### src/hw/rtl/mselb_pkg.sv
// shared types and constants for the mode select echo / line buffer block
// no dependencies; imported by the top level, front end, command queue and back end

package mselb_pkg;

  localparam int LINE_DEPTH = 64;
  localparam int IDX_W      = $clog2(LINE_DEPTH);
  localparam logic [IDX_W-1:0] LINE_CAP = IDX_W'(LINE_DEPTH - 1);

  localparam int CMD_DEPTH = 4;
  localparam int CMD_PTR_W = $clog2(CMD_DEPTH);
  localparam int CMD_CNT_W = $clog2(CMD_DEPTH + 1);

  localparam logic [7:0] SEL_ECHO_UP = 8'd87;
  localparam logic [7:0] SEL_ECHO_LO = 8'd119;
  localparam logic [7:0] SEL_LINE_UP = 8'd83;
  localparam logic [7:0] SEL_LINE_LO = 8'd115;
  localparam logic [7:0] CR_BYTE     = 8'h0D;

  typedef enum logic [1:0] {
    OP_ECHO   = 2'd0,
    OP_STORE  = 2'd1,
    OP_REPLAY = 2'd2
  } op_t;

  // aux holds the store address or the replay count
  typedef struct packed {
    op_t              op;
    logic [7:0]       data;
    logic [IDX_W-1:0] aux;
  } cmd_t;

  typedef enum logic [2:0] {
    MODE_UNDECIDED = 3'b001,
    MODE_ECHO      = 3'b010,
    MODE_LINE      = 3'b100
  } mode_t;

  typedef enum logic [2:0] {
    ST_IDLE  = 3'b001,
    ST_ISSUE = 3'b010,
    ST_LOAD  = 3'b100
  } back_st_t;

endpackage

### src/hw/rtl/mode_select_echo_line_buffer_unit.sv
// top level of the mode select echo / line buffer block
// depends on mselb_pkg, mselb_front, mselb_cmd_fifo, mselb_back
//
// usage:
//   input queue: drive in_rx_byte and push; a word is taken at a clock edge
//   with push high and full low. the first word that is 'W'/'w' selects echo,
//   'S'/'s' selects line mode; other words are ignored until one matches.
//   result queue: while empty is low, out_tx_byte / out_last_of_run hold the
//   oldest word; raise pop to take it.
//   echo: each word passes through the command queue to the output register.
//   line: words are stored until a carriage return; the line (without the CR)
//   is then replayed, out_last_of_run marking its final word. the CR passes
//   the command queue; then each word waits in an issue state for a free
//   output slot, is read from the line store (registered) and then output.
//   other commands wait during a replay; a stored word is written as taken.
//   up to 63 words are kept per line, further words are dropped.
//   a four-entry command queue lets input continue during a replay; full
//   rises only when it fills. a stalled receiver just holds the output word.
//   reset (rst_n low, synchronous) returns the mode to undecided and empties
//   both queues; the line store itself is not cleared.

module mode_select_echo_line_buffer_unit (
  input  logic       clk,
  input  logic       rst_n,
  input  logic       push,
  output logic       full,
  input  logic [7:0] in_rx_byte,
  output logic       empty,
  input  logic       pop,
  output logic [7:0] out_tx_byte,
  output logic       out_last_of_run
);
  import mselb_pkg::*;

  cmd_t front_cmd;
  cmd_t back_cmd;
  logic front_push;
  logic cmd_empty;
  logic cmd_pop;

  mselb_front u_front (
    .clk        (clk),
    .rst_n      (rst_n),
    .push       (push),
    .full       (full),
    .in_rx_byte (in_rx_byte),
    .cmd_push   (front_push),
    .cmd        (front_cmd)
  );

  mselb_cmd_fifo u_cmd_fifo (
    .clk    (clk),
    .rst_n  (rst_n),
    .wr_en  (front_push),
    .wr_cmd (front_cmd),
    .full   (full),
    .rd_en  (cmd_pop),
    .rd_cmd (back_cmd),
    .empty  (cmd_empty)
  );

  mselb_back u_back (
    .clk             (clk),
    .rst_n           (rst_n),
    .cmd             (back_cmd),
    .cmd_empty       (cmd_empty),
    .cmd_pop         (cmd_pop),
    .empty           (empty),
    .pop             (pop),
    .out_tx_byte     (out_tx_byte),
    .out_last_of_run (out_last_of_run)
  );

endmodule

### src/hw/rtl/mselb_front.sv
// front end: accepts received bytes, tracks mode and line fill, emits commands
// depends on mselb_pkg

module mselb_front (
  input  logic                 clk,
  input  logic                 rst_n,
  input  logic                 push,
  input  logic                 full,
  input  logic [7:0]           in_rx_byte,
  output logic                 cmd_push,
  output mselb_pkg::cmd_t      cmd
);
  import mselb_pkg::*;

  mode_t            mode_r, mode_nxt;
  logic [IDX_W-1:0] wi_r, wi_nxt;
  logic             accept;

  assign accept = push && !full;

  always_comb begin
    mode_nxt = mode_r;
    wi_nxt   = wi_r;
    cmd_push = 1'b0;
    cmd      = '{op: OP_ECHO, data: in_rx_byte, aux: wi_r};
    if (accept) begin
      case (mode_r)
        MODE_ECHO: begin
          cmd_push = 1'b1;
        end
        MODE_LINE: begin
          if (in_rx_byte != CR_BYTE) begin
            // bytes past capacity are dropped
            if (wi_r < LINE_CAP) begin
              cmd.op   = OP_STORE;
              cmd_push = 1'b1;
              wi_nxt   = wi_r + IDX_W'(1);
            end
          end else begin
            // empty line emits nothing
            if (wi_r != '0) begin
              cmd.op   = OP_REPLAY;
              cmd_push = 1'b1;
            end
            wi_nxt = '0;
          end
        end
        default: begin
          if (in_rx_byte == SEL_ECHO_UP || in_rx_byte == SEL_ECHO_LO) begin
            mode_nxt = MODE_ECHO;
          end else if (in_rx_byte == SEL_LINE_UP || in_rx_byte == SEL_LINE_LO) begin
            mode_nxt = MODE_LINE;
          end
        end
      endcase
    end
  end

  always_ff @(posedge clk) begin
    if (!rst_n) begin
      mode_r <= MODE_UNDECIDED;
      wi_r   <= '0;
    end else begin
      mode_r <= mode_nxt;
      wi_r   <= wi_nxt;
    end
  end

endmodule

### src/hw/rtl/mselb_cmd_fifo.sv
// short command queue between the front end and the back end
// depends on mselb_pkg

module mselb_cmd_fifo (
  input  logic            clk,
  input  logic            rst_n,
  input  logic            wr_en,
  input  mselb_pkg::cmd_t wr_cmd,
  output logic            full,
  input  logic            rd_en,
  output mselb_pkg::cmd_t rd_cmd,
  output logic            empty
);
  import mselb_pkg::*;

  cmd_t                 q_r [CMD_DEPTH];
  logic [CMD_PTR_W-1:0] wptr_r, wptr_nxt;
  logic [CMD_PTR_W-1:0] rptr_r, rptr_nxt;
  logic [CMD_CNT_W-1:0] cnt_r, cnt_nxt;
  logic                 do_wr, do_rd;

  assign full   = (cnt_r == CMD_CNT_W'(CMD_DEPTH));
  assign empty  = (cnt_r == '0);
  assign do_wr  = wr_en && !full;
  assign do_rd  = rd_en && !empty;
  assign rd_cmd = q_r[rptr_r];

  always_comb begin
    wptr_nxt = wptr_r;
    rptr_nxt = rptr_r;
    cnt_nxt  = cnt_r;
    if (do_wr) begin
      wptr_nxt = (wptr_r == CMD_PTR_W'(CMD_DEPTH - 1)) ? '0 : wptr_r + CMD_PTR_W'(1);
    end
    if (do_rd) begin
      rptr_nxt = (rptr_r == CMD_PTR_W'(CMD_DEPTH - 1)) ? '0 : rptr_r + CMD_PTR_W'(1);
    end
    case ({do_wr, do_rd})
      2'b10:   cnt_nxt = cnt_r + CMD_CNT_W'(1);
      2'b01:   cnt_nxt = cnt_r - CMD_CNT_W'(1);
      default: cnt_nxt = cnt_r;
    endcase
  end

  always_ff @(posedge clk) begin
    if (!rst_n) begin
      wptr_r <= '0;
      rptr_r <= '0;
      cnt_r  <= '0;
    end else begin
      wptr_r <= wptr_nxt;
      rptr_r <= rptr_nxt;
      cnt_r  <= cnt_nxt;
    end
  end

  always_ff @(posedge clk) begin
    if (do_wr) begin
      q_r[wptr_r] <= wr_cmd;
    end
  end

endmodule

### src/hw/rtl/mselb_back.sv
// back end: line store memory, replay sequencer and output register
// depends on mselb_pkg

module mselb_back (
  input  logic            clk,
  input  logic            rst_n,
  input  mselb_pkg::cmd_t cmd,
  input  logic            cmd_empty,
  output logic            cmd_pop,
  output logic            empty,
  input  logic            pop,
  output logic [7:0]      out_tx_byte,
  output logic            out_last_of_run
);
  import mselb_pkg::*;

  back_st_t         st_r, st_nxt;
  logic [IDX_W-1:0] k_r, k_nxt;
  logic [IDX_W-1:0] cnt_r, cnt_nxt;
  logic [7:0]       mem [LINE_DEPTH];
  logic [7:0]       rd_data_r;
  logic             wr_en, rd_en;
  logic             out_valid_r, out_load;
  logic [7:0]       out_data;
  logic             out_last;
  logic             slot_free;
  logic             is_last;

  assign slot_free = !out_valid_r || pop;
  assign is_last   = ((k_r + IDX_W'(1)) == cnt_r);

  always_comb begin
    st_nxt   = st_r;
    k_nxt    = k_r;
    cnt_nxt  = cnt_r;
    cmd_pop  = 1'b0;
    wr_en    = 1'b0;
    rd_en    = 1'b0;
    out_load = 1'b0;
    out_data = cmd.data;
    out_last = 1'b1;
    case (st_r)
      ST_IDLE: begin
        if (!cmd_empty) begin
          case (cmd.op)
            OP_STORE: begin
              wr_en   = 1'b1;
              cmd_pop = 1'b1;
            end
            OP_REPLAY: begin
              cmd_pop = 1'b1;
              cnt_nxt = cmd.aux;
              k_nxt   = '0;
              st_nxt  = ST_ISSUE;
            end
            default: begin
              if (slot_free) begin
                out_load = 1'b1;
                cmd_pop  = 1'b1;
              end
            end
          endcase
        end
      end
      ST_ISSUE: begin
        // read only once the output slot is free, so the load never waits
        if (slot_free) begin
          rd_en  = 1'b1;
          st_nxt = ST_LOAD;
        end
      end
      ST_LOAD: begin
        out_load = 1'b1;
        out_data = rd_data_r;
        out_last = is_last;
        k_nxt    = k_r + IDX_W'(1);
        st_nxt   = is_last ? ST_IDLE : ST_ISSUE;
      end
      default: begin
        st_nxt = ST_IDLE;
      end
    endcase
  end

  always_ff @(posedge clk) begin
    if (!rst_n) begin
      st_r        <= ST_IDLE;
      out_valid_r <= 1'b0;
    end else begin
      st_r <= st_nxt;
      if (out_load) begin
        out_valid_r <= 1'b1;
      end else if (pop) begin
        out_valid_r <= 1'b0;
      end
    end
  end

  always_ff @(posedge clk) begin
    k_r   <= k_nxt;
    cnt_r <= cnt_nxt;
    if (out_load) begin
      out_tx_byte     <= out_data;
      out_last_of_run <= out_last;
    end
  end

  always_ff @(posedge clk) begin
    if (wr_en) begin
      mem[cmd.aux] <= cmd.data;
    end
    if (rd_en) begin
      rd_data_r <= mem[k_r];
    end
  end

  assign empty = !out_valid_r;

endmodule

### config.mk
export PLATFORM = sky130hd
export DESIGN_NAME = mode_select_echo_line_buffer_unit
export DESIGN_NICKNAME = d
export VERILOG_FILES = /design/src/hw/rtl/mselb_pkg.sv /design/src/hw/rtl/mode_select_echo_line_buffer_unit.sv /design/src/hw/rtl/mselb_front.sv /design/src/hw/rtl/mselb_cmd_fifo.sv /design/src/hw/rtl/mselb_back.sv
export SDC_FILE = /design/constraint.sdc
export NUM_CORES = 1
export LEC_CHECK = 0
export BUFFER_PORTS_ARGS = -buffer_cell sky130_fd_sc_hd__buf_4
export CAP_MARGIN = 20
export CORE_MARGIN = 3
export CORE_UTILIZATION = 64
export DETAILED_ROUTE_END_ITERATION = 12
export PLACE_DENSITY = 0.8
export SLEW_MARGIN = 40
export SYNTH_ARGS = -nofsm -noshare
export SYNTH_HDL_FRONTEND = slang
export SYNTH_SLANG_ARGS = --single-unit
### constraint.sdc
create_clock -name clk -period 6.9 [get_ports clk]
set_clock_uncertainty 0.15 [all_clocks]
set_input_delay 0.69 -clock clk [delete_from_list [all_inputs] [get_ports clk]]
set_output_delay 0.69 -clock clk [all_outputs]
set_load 0.01 [all_outputs]
==> metrics.csv, run 1 <==
metric,value,unit
final weighted congestion in routability-driven placement,0.884,
total grt overflow,0,
Max H-tree Level,2,
register area share after synthesis,76.1,%
wire length per cell,29.4,um
Initial Util,65.9,%
number of hold buffers added after cts,0,
most common library cell in the layout ignoring fill and taps,sky130_fd_sc_hd__edfxtp_1,
status,completed,
floorplan die area,40600,um2
sort of element at the end of the critical path,flop,
worst hold path class,in -> reg,
sum of negative setup slack,0,ps
part of the total power dissipated in the clock network,43.9,%
clock tree from TritonCTS,built,
worst setup path category,reg -> reg,
number of setup buffers added after CTS,0,
"top library cells by usage in the layout, fill and taps aside","605 x sky130_fd_sc_hd__edfxtp_1, 160 x sky130_fd_sc_hd__mux4_2, 88 x sky130_fd_sc_hd__nor2_1, 59 x sky130_fd_sc_hd__clkbuf_16, 55 x sky130_fd_sc_hd__nand2_1",
Vert. Die Dim,201,um
# nets final,1257,
total of buffers placed on input and output ports,22,
Switching Power,1.39,mW
dpl hpwl,29300,um
total of fill cells in the finished design,2064,
antenna diode count,0,
Post-Synthesis Mean Instance Area,20.6,um2
startpoint kind of the worst setup timing path,flop,
vias after detailed routing,12100,
part of the power in combinational logic,0.3,%
I/O pin cnt,23,
TritonCTS sink count,627,
DRC violations left,0,
RSZ-0062 raised after global routing,false,
Clock Tree Root,sky130_fd_sc_hd__clkbuf_16,
internal power consumption,5.99,mW
final worst path period share,52.8,%
final setup fails,0,
global-route total usage across every layer,26.7,%
remaining number of nets flagged by the antenna check after routing,0,
fraction of layout instances using a drive strength above 1,23.3,%
Synthesis Warnings,0,
total nets after synthesis,1210,
post-placement cell area,25200,um2
number of synthesized register bits,627,
maximum fanout count along the critical path,16,
clock latency reported for the late side of the worst-skew pair,620,ps
CP arrival,3740,ps
count of max-cap constraint violations,0,
antenna violations before repair,0,
Required @ worst endpoint,7000,ps
maximum resistive drop on vdd,0.216,mV
gate count of the mapped netlist,1186,
Switching Fraction,18.8,%
asr flop ratio synth,0,%
peak clock frequency supported by timing,275,MHz
pin count of the biggest net entering global routing,85,
count of flip-flops with a built-in enable after synthesis,605,
number of global-route vias before repair,12000,
clock buffers created by TritonCTS,58,
post-layout util,73.1,%
number of vias per cell,6.75,
total wire length,52600,um
number of cells on the worst hold path,1,
Leakage Power,8.28,nW
Register-to-Register Path Depth,6,
Tot Pwr,7.37,mW
first-pass iteration count of the detailed router,5,
CTS-repair resized insts,0,
Cell Count Post-Placement,1675,
Most used DFF post-synth,sky130_fd_sc_hd__edfxtp_1,
max-slew violation count,0,
number of buffers on the longest clock path,3,
fraction of power consumed by sequential logic,55.8,%
die width,201,um
"non-filler cells, final",1786,
final worst path period need,3640,ps
Clock transition at path regs,60,ps
row cnt,70,
P&R area growth vs syn,10.9,%
number of hold-slack violations in the final timing report,0,
Power Dens Cells,272,nW/um2
Starting DRT DRC Count,1643,
final standard cell area without fillers,27100,um2
distinct cell type count after synthesis,50,
synthesized cell area,24500,um2
Worst Max-Slew Pin Slew,842,ps
remaining max-slew budget at the tightest pin,43.9,%
area of the core region,37100,um2
wire length of the first global-routing pass,80000,um
final timing paths:
| check | from | to | slack, ps |
|---|---|---|---|
| hold / removal | in_rx_byte[5] | u_cmd_fifo.q_r[0][11] | 140 |
| hold reg to reg | u_cmd_fifo.rptr_r[1] | flop | 360 |
| setup reg to reg | flop | u_back.mem[17][4] | 3260 |
| setup / recovery | flop | u_back.mem[17][4] | 3260 |
power by group through the flow:
stage          combinational, mW  clock, mW  sequential (mW)
2_1_floorplan            0.00963          0             4.20
3_3_place_gp              0.0215          0             4.20
3_5_place_dp              0.0223          0             4.20
4_1_cts                   0.0224       3.27             4.11
5_1_grt                   0.0246       3.44             4.11
6_report                  0.0225       3.24             4.11
synthesized netlist by cell type, types with 4 or more instances:
cell | number | area, um2
sky130_fd_sc_hd__a211oi_1 | 9 | 67.6
sky130_fd_sc_hd__a21oi_1 | 20 | 100
sky130_fd_sc_hd__a22oi_1 | 8 | 60.1
sky130_fd_sc_hd__and2_1 | 9 | 56.3
sky130_fd_sc_hd__buf_1 | 10 | 37.5
sky130_fd_sc_hd__buf_2 | 16 | 80.1
sky130_fd_sc_hd__buf_6 | 4 | 45.0
sky130_fd_sc_hd__clkbuf_1 | 23 | 86.3
sky130_fd_sc_hd__dfxtp_1 | 22 | 440
sky130_fd_sc_hd__edfxtp_1 | 605 | 18200
sky130_fd_sc_hd__ha_1 | 11 | 138
sky130_fd_sc_hd__inv_1 | 16 | 60.1
sky130_fd_sc_hd__mux2i_1 | 17 | 170
sky130_fd_sc_hd__mux4_2 | 160 | 3600
sky130_fd_sc_hd__nand2_1 | 55 | 206
sky130_fd_sc_hd__nand2b_1 | 8 | 50.1
sky130_fd_sc_hd__nand3_1 | 9 | 45.0
sky130_fd_sc_hd__nand3b_1 | 4 | 30.0
sky130_fd_sc_hd__nor2_1 | 88 | 330
sky130_fd_sc_hd__nor2b_1 | 6 | 37.5
sky130_fd_sc_hd__nor3_1 | 6 | 30.0
sky130_fd_sc_hd__nor4_1 | 4 | 25.0
sky130_fd_sc_hd__o21ai_0 | 16 | 80.1
sky130_fd_sc_hd__o221ai_1 | 8 | 70.1
sky130_fd_sc_hd__o22ai_1 | 8 | 50.1
sky130_fd_sc_hd__xnor2_1 | 7 | 61.3
sky130_fd_sc_hd__xor2_1 | 7 | 61.3
sequential cells by signal (all words and copies together), names as in the netlist, 3 cells and up, named ones only:
name and count:
u_back.mem 512, u_back.st_r 3, u_back.rd_data_r 8, u_front.wi_r 6, u_cmd_fifo.cnt_r 3, u_back.cnt_r 6
u_cmd_fifo.q_r 64, u_back.k_r 6, u_back.out_tx_byte 8, u_front.mode_r 3
layout make-up:
cell class | count | area, um2 | area share (%)
timing repair buffer | 41 | 370 | 1.36
multi-input combinational | 489 | 5540 | 20.4
clock inverter | 41 | 419 | 1.54
tap | 504 | 631 | 2.32
sequential | 627 | 18600 | 68.6
inverter | 16 | 60.1 | 0.221
clock buffer | 68 | 1510 | 5.57
layer usage:
metal  vias up  wire length [um]  global-route usage, %
met5         -                 0                      0
met1      6175             20200                   40.4
met4         0              1710                   8.12
li1       4958                 -                      -
met2       804             25100                   41.3
met3       117              5570                   4.68
stage by stage:
step / setup slack (ps) / hold slack (ps)
floorplan: 3650 / 304
global placement: 3050 / 329
global route: 3090 / 120
detailed placement: 3240 / 320
CTS: 3220 / 107
finish: 3260 / 136
cell families after synthesis:
family          Yosys count  synth area share [%]
xor+xnor                 15                 0.593
buf+inv                  70                  1.29
mux                     177                  15.4
compound gates           77                  2.01
fa+ha+maj                12                 0.645
simple gates            208                  3.95
flops                   627                  76.1
critical path, stage by stage (launching register included):
cell and delay, ps:
sky130_fd_sc_hd__dfxtp_2 700, sky130_fd_sc_hd__mux4_2 600, sky130_fd_sc_hd__inv_1 70, sky130_fd_sc_hd__ha_1 170, sky130_fd_sc_hd__and3_1 220, sky130_fd_sc_hd__nand2_1 520, sky130_fd_sc_hd__nor2_1 850
(Power assumes the default switching activity.)
==> run 2, diff against run 1 <==
--- a/config.mk
+++ b/config.mk
@@ -8,9 +8,9 @@
 export BUFFER_PORTS_ARGS = -buffer_cell sky130_fd_sc_hd__buf_4
 export CAP_MARGIN = 20
 export CORE_MARGIN = 3
-export CORE_UTILIZATION = 64
+export CORE_UTILIZATION = 57
 export DETAILED_ROUTE_END_ITERATION = 12
-export PLACE_DENSITY = 0.8
+export PLACE_DENSITY = 0.76
 export SLEW_MARGIN = 40
 export SYNTH_ARGS = -nofsm -noshare
 export SYNTH_HDL_FRONTEND = slang
==> constraint.sdc (replaced) <==
create_clock -name clk -period 3 [get_ports clk]
set_clock_uncertainty 0.15 [all_clocks]
set_input_delay 0.3 -clock clk [delete_from_list [all_inputs] [get_ports clk]]
set_output_delay 0.3 -clock clk [all_outputs]
set_load 0.01 [all_outputs]
==> run 2 against run 1 <==
  * Sequential share of layout area is 2.0 points lower
  * Fmax rose by 26%
  * Worst setup slack worse by 3100 ps
  * Non-clock buffer count is 95 higher
  * Final cell count up 7.2%
  * Worst hold slack better by 170 ps
  * Clock power grew 130%
  * Flip-flop and latch count stayed put
  * Largest power group unchanged
  * Global-route usage down 3.5 points
  * Clock-buffer cell count is 3 higher
  * Critical endpoint is now u_cmd_fifo.cnt_r[2]
==> metrics.csv, run 2 (same netlist as run 1, synthesis figures left out) <==
metric,value,unit
antenna violations before repair,0,
max incr delay on CP,530,ps
clock buffers created by TritonCTS,59,
max FFs per register,512,
post-placement cell area,25900,um2
post-layout util,66.3,%
Required @ worst endpoint,3390,ps
Cell Count Post-Placement,1794,
global-route total usage across every layer,23.2,%
status,completed,
total wire length,50200,um
Initial Util,58.1,%
remaining number of nets flagged by the antenna check after routing,0,
area of the core region,42100,um2
final setup fails,0,
# nets final,1353,
Vert. Die Dim,213,um
I/O pin cnt,23,
cell with the largest stage delay on the worst path,sky130_fd_sc_hd__mux4_2,
Starting DRT DRC Count,1386,
final worst path period share,96.2,%
floorplan die area,45400,um2
Leakage Power,8.78,nW
Max H-tree Level,2,
Tot Pwr,16.9,mW
total grt overflow,0,
DRC violations left,0,
worst hold path class,in -> reg,
final worst path period need,2890,ps
most common library cell in the layout ignoring fill and taps,sky130_fd_sc_hd__edfxtp_1,
clock tree from TritonCTS,built,
number of vias per cell,6.30,
count of max-cap constraint violations,0,
TritonCTS sink count,627,
final weighted congestion in routability-driven placement,0.843,
Clock transition at path regs,60,ps
maximum fanout count along the critical path,4,
first-pass iteration count of the detailed router,6,
wire length per cell,26.2,um
final worst-path setup slack,113,ps
antenna diode count,0,
"non-filler cells, final",1915,
largest registers,"u_back.mem: 512 flops, u_cmd_fifo.q_r: 64 flops",
family of cells with the greatest summed delay on the critical path,adder cells,
clock latency reported for the late side of the worst-skew pair,610,ps
number of buffers on the longest clock path,3,
startpoint kind of the worst setup timing path,flop,
vias after detailed routing,12100,
worst setup path category,reg -> reg,
max-slew violation count,0,
sum of negative setup slack,0,ps
final standard cell area without fillers,28000,um2
CP arrival,3280,ps
number of hold-slack violations in the final timing report,0,
peak clock frequency supported by timing,346,MHz
die width,213,um
number of buffers and inverters on the critical path,2,
sort of element at the end of the critical path,flop,
register with the most flip-flops,u_back.mem,
wire length of the first global-routing pass,77100,um
fraction of layout instances using a drive strength above 1,27.6,%
row cnt,75,
"top library cells by usage in the layout, fill and taps aside","605 x sky130_fd_sc_hd__edfxtp_1, 158 x sky130_fd_sc_hd__mux4_2, 117 x sky130_fd_sc_hd__buf_4, 87 x sky130_fd_sc_hd__nor2_1, 61 x sky130_fd_sc_hd__clkbuf_16",
CP Cell Sequence,"mux4_2, ha_1, nand2_2, nand2_2, inv_1, ha_1, inv_1, fa_2, xor2_1, or3_1, a21oi_2",
P&R area growth vs syn,14.3,%
dpl hpwl,30200,um
RSZ-0062 raised after global routing,false,
Power Dens Cells,603,nW/um2
DP Worst Slack,-32.8,ps
total of fill cells in the finished design,2578,
maximum resistive drop on vdd,0.571,mV
worst hold slack,307,ps
total of buffers placed on input and output ports,22,
number of global-route vias before repair,12300,
remaining max-slew budget at the tightest pin,46.3,%
pin count of the biggest net entering global routing,81,
Worst Max-Slew Pin Slew,801,ps
Clock Tree Root,sky130_fd_sc_hd__clkbuf_16,
-- run 2: worst reg2reg max path: cells and delay by family, from the launching register on --
family,cells,cell delay (ps)
xor+xnor,1,150
mux,1,530
simple gates,3,500
fa+ha+maj,3,840
flops,1,370
buf+inv,2,150
compound gates,1,140
-- run 2: final timing paths --
kind / from / to / slack (ps) / depth (start not counted)
setup / recovery: flop / u_cmd_fifo.cnt_r[2] / 110 / 11
setup reg to reg: flop / u_cmd_fifo.cnt_r[2] / 110 / 11
hold reg to reg: u_cmd_fifo.rptr_r[1] / flop / 340 / 2
hold / removal: in_rx_byte[5] / u_cmd_fifo.q_r[2][11] / 310 / 2
-- run 2: per-layer routing --
layer  wire (um)  part of all wire (%)  track usage (%)
met1       20200                    40             33.8
met2       24400                    49             36.2
met3        3940                   7.9             4.14
met4        1610                   3.2             8.43
met5           0                     0                0
-- run 2: power by group --
part	total, mW	switching [mW]	internal (mW)
combinational	0.0664	0.0352	0.0311
sequential	9.46	0.00229	9.46
clock	7.34	3.06	4.28
total	16.9	3.09	13.8
-- run 2: layout make-up --
cell class | count | area (um2) | area share (%)
clock buffer | 71 | 1560 | 5.59
clock inverter | 37 | 345 | 1.24
inverter | 16 | 60.1 | 0.215
multi-input combinational | 489 | 5570 | 19.9
sequential | 627 | 18600 | 66.6
tap | 539 | 674 | 2.41
timing repair buffer | 136 | 1130 | 4.04
-- run 2: what timing repair did --
item | 4_1_cts | 5_1_grt
setup buffers | 0 | 0
hold buffers | 13 | 0
hold endpoints to repair | 43 | 0
gates resized for setup | 1 | 10
setup endpoints to repair | 1 | 1
==> run 3, diff against run 2 <==
--- a/config.mk
+++ b/config.mk
@@ -10,7 +10,9 @@
 export CORE_MARGIN = 3
 export CORE_UTILIZATION = 57
 export DETAILED_ROUTE_END_ITERATION = 12
+export MAX_ROUTING_LAYER = met4
 export PLACE_DENSITY = 0.76
+export SKIP_LAST_GASP = 1
 export SLEW_MARGIN = 40
 export SYNTH_ARGS = -nofsm -noshare
 export SYNTH_HDL_FRONTEND = slang
==> run 3 against run 2 <==
  * Flip-flop and latch count did not move
  * Register-to-register slack hardly changed
  * Clock power about the same
  * Critical path type unchanged
  * Largest power group unchanged
  * First-iteration DRC count shrank 5.6%
  * Largest cell class unchanged
==> metrics.csv, run 3 (same netlist as run 1, synthesis figures left out) <==
metric,value,unit
status,completed,
worst hold path class,in -> reg,
fraction of layout instances using a drive strength above 1,27.6,%
Clock transition at path regs,60,ps
worst setup path category,reg -> reg,
sort of element at the end of the critical path,flop,
largest registers,"u_back.mem: 512 flops, u_cmd_fifo.q_r: 64 flops",
wire length per cell,26.3,um
I/O pin cnt,23,
TritonCTS sink count,627,
most common library cell in the layout ignoring fill and taps,sky130_fd_sc_hd__edfxtp_1,
reg-to-reg setup timing slack,110,ps
row cnt,75,
RSZ-0062 raised after global routing,false,
first-pass iteration count of the detailed router,5,
final weighted congestion in routability-driven placement,0.858,
antenna violations before repair,0,
# nets final,1353,
maximum resistive drop on vdd,0.573,mV
total wire length,50300,um
register with the most flip-flops,u_back.mem,
total of fill cells in the finished design,2578,
"top library cells by usage in the layout, fill and taps aside","605 x sky130_fd_sc_hd__edfxtp_1, 158 x sky130_fd_sc_hd__mux4_2, 117 x sky130_fd_sc_hd__buf_4, 87 x sky130_fd_sc_hd__nor2_1, 61 x sky130_fd_sc_hd__clkbuf_16",
die width,213,um
DP Worst Slack,-32.8,ps
DRC violations left,0,
max FFs per register,512,
dpl hpwl,30200,um
worst hold slack,307,ps
antenna diode count,0,
peak clock frequency supported by timing,346,MHz
final setup fails,0,
Max H-tree Level,2,
total grt overflow,0,
Clock Tree Root,sky130_fd_sc_hd__clkbuf_16,
P&R area growth vs syn,14.3,%
vias after detailed routing,12000,
final worst path period share,96.4,%
final worst path period need,2890,ps
remaining max-slew budget at the tightest pin,48.0,%
Leakage Power,8.78,nW
number of global-route vias before repair,12300,
CP arrival,3280,ps
Starting DRT DRC Count,1309,
Min-Delay Endpoint,u_cmd_fifo.q_r[2][11],
area of the core region,42100,um2
Register-to-Register Path Depth,11,
final worst-path setup slack,108,ps
clock buffers created by TritonCTS,59,
Initial Util,58.1,%
number of cells on the worst hold path,2,
Worst Max-Slew Pin Slew,780,ps
post-layout util,66.3,%
Required @ worst endpoint,3390,ps
global-route total usage across every layer,23.9,%
wire length of the first global-routing pass,77200,um
Power Dens Cells,604,nW/um2
max-slew violation count,0,
startpoint kind of the worst setup timing path,flop,
maximum fanout count along the critical path,4,
total of buffers placed on input and output ports,22,
clock tree from TritonCTS,built,
start point of the worst hold path,in_rx_byte[5],
Worst R2R End,u_cmd_fifo.cnt_r[2],
floorplan die area,45400,um2
number of vias per cell,6.26,
count of max-cap constraint violations,0,
clock latency reported for the late side of the worst-skew pair,610,ps
Vert. Die Dim,213,um
number of hold-slack violations in the final timing report,0,
remaining number of nets flagged by the antenna check after routing,0,
pin count of the biggest net entering global routing,81,
number of buffers on the longest clock path,3,
==> run 3: cell counts in the layout (fill, tap and decap cells not counted) <==
No cell type changed its count.
==> run 3: metal layers <==
metal	vias up	part of all wire, %	GRT usage (%)
li1	5152	-	-
met1	6189	40	33.9
met2	559	49	36.7
met3	93	7.6	3.64
met4	0	2.8	7.98
met5	-	0	-
==> run 3: cell type report <==
| cell class | instances | area [um2] | share of cell area [%] |
|---|---|---|---|
| flip-flops and latches | 627 | 18600 | 66.6 |
| multi-input cells | 489 | 5570 | 19.9 |
| clock buffers | 71 | 1560 | 5.59 |
| repair buffers | 136 | 1130 | 4.04 |
| well taps | 539 | 674 | 2.41 |
| clock inverters | 37 | 345 | 1.24 |
| inverters | 16 | 60.1 | 0.215 |
==> run 3: how the worst max path moves through the flow <==
stage / end / slack (ps)
2_1_floorplan: u_cmd_fifo.cnt_r[2] / 9
3_3_place_gp: u_cmd_fifo.cnt_r[2] / 60
3_5_place_dp: u_cmd_fifo.cnt_r[2] / -30
4_1_cts: u_cmd_fifo.cnt_r[2] / 10
5_1_grt: u_cmd_fifo.cnt_r[2] / 7
6_report: u_cmd_fifo.cnt_r[2] / 110
==> run 3: where the power goes <==
group	total [mW]	internal, mW	switching, mW
Combinational	0.0663	0.0311	0.0352
Clock	7.35	4.28	3.06
Sequential	9.46	9.46	0.00226
==> run 3: what timing repair did <==
item / 4_1_cts / 5_1_grt
buffers inserted: 0 / 0
hold endpoints to repair: 43 / 0
setup endpoints to repair: 1 / 1
cloned: 0 / 0
hold buffers: 13 / 0
resized for setup: 1 / 10
==> run 3: through the flow <==
stage	setup TNS [ps]	power, mW	instances	area [um2]
floorplan	0	9.67	1186	24500
global placement	0	9.70	1794	25900
detailed placement	-32.8	9.70	1794	25900
CTS	0	17.0	1915	27900
global route	0	17.3	1915	28000
finish	0	16.9	1915	28000
==> run 3: critical path, stage by stage, from the launching register on <==
cell	delay (ps)
sky130_fd_sc_hd__dfxtp_4	370
sky130_fd_sc_hd__mux4_2	530
sky130_fd_sc_hd__ha_1	330
sky130_fd_sc_hd__nand2_2	90
sky130_fd_sc_hd__nand2_2	80
sky130_fd_sc_hd__inv_1	90
sky130_fd_sc_hd__ha_1	170
sky130_fd_sc_hd__inv_1	60
sky130_fd_sc_hd__fa_2	340
sky130_fd_sc_hd__xor2_1	150
sky130_fd_sc_hd__or3_1	330
sky130_fd_sc_hd__a21oi_2	140
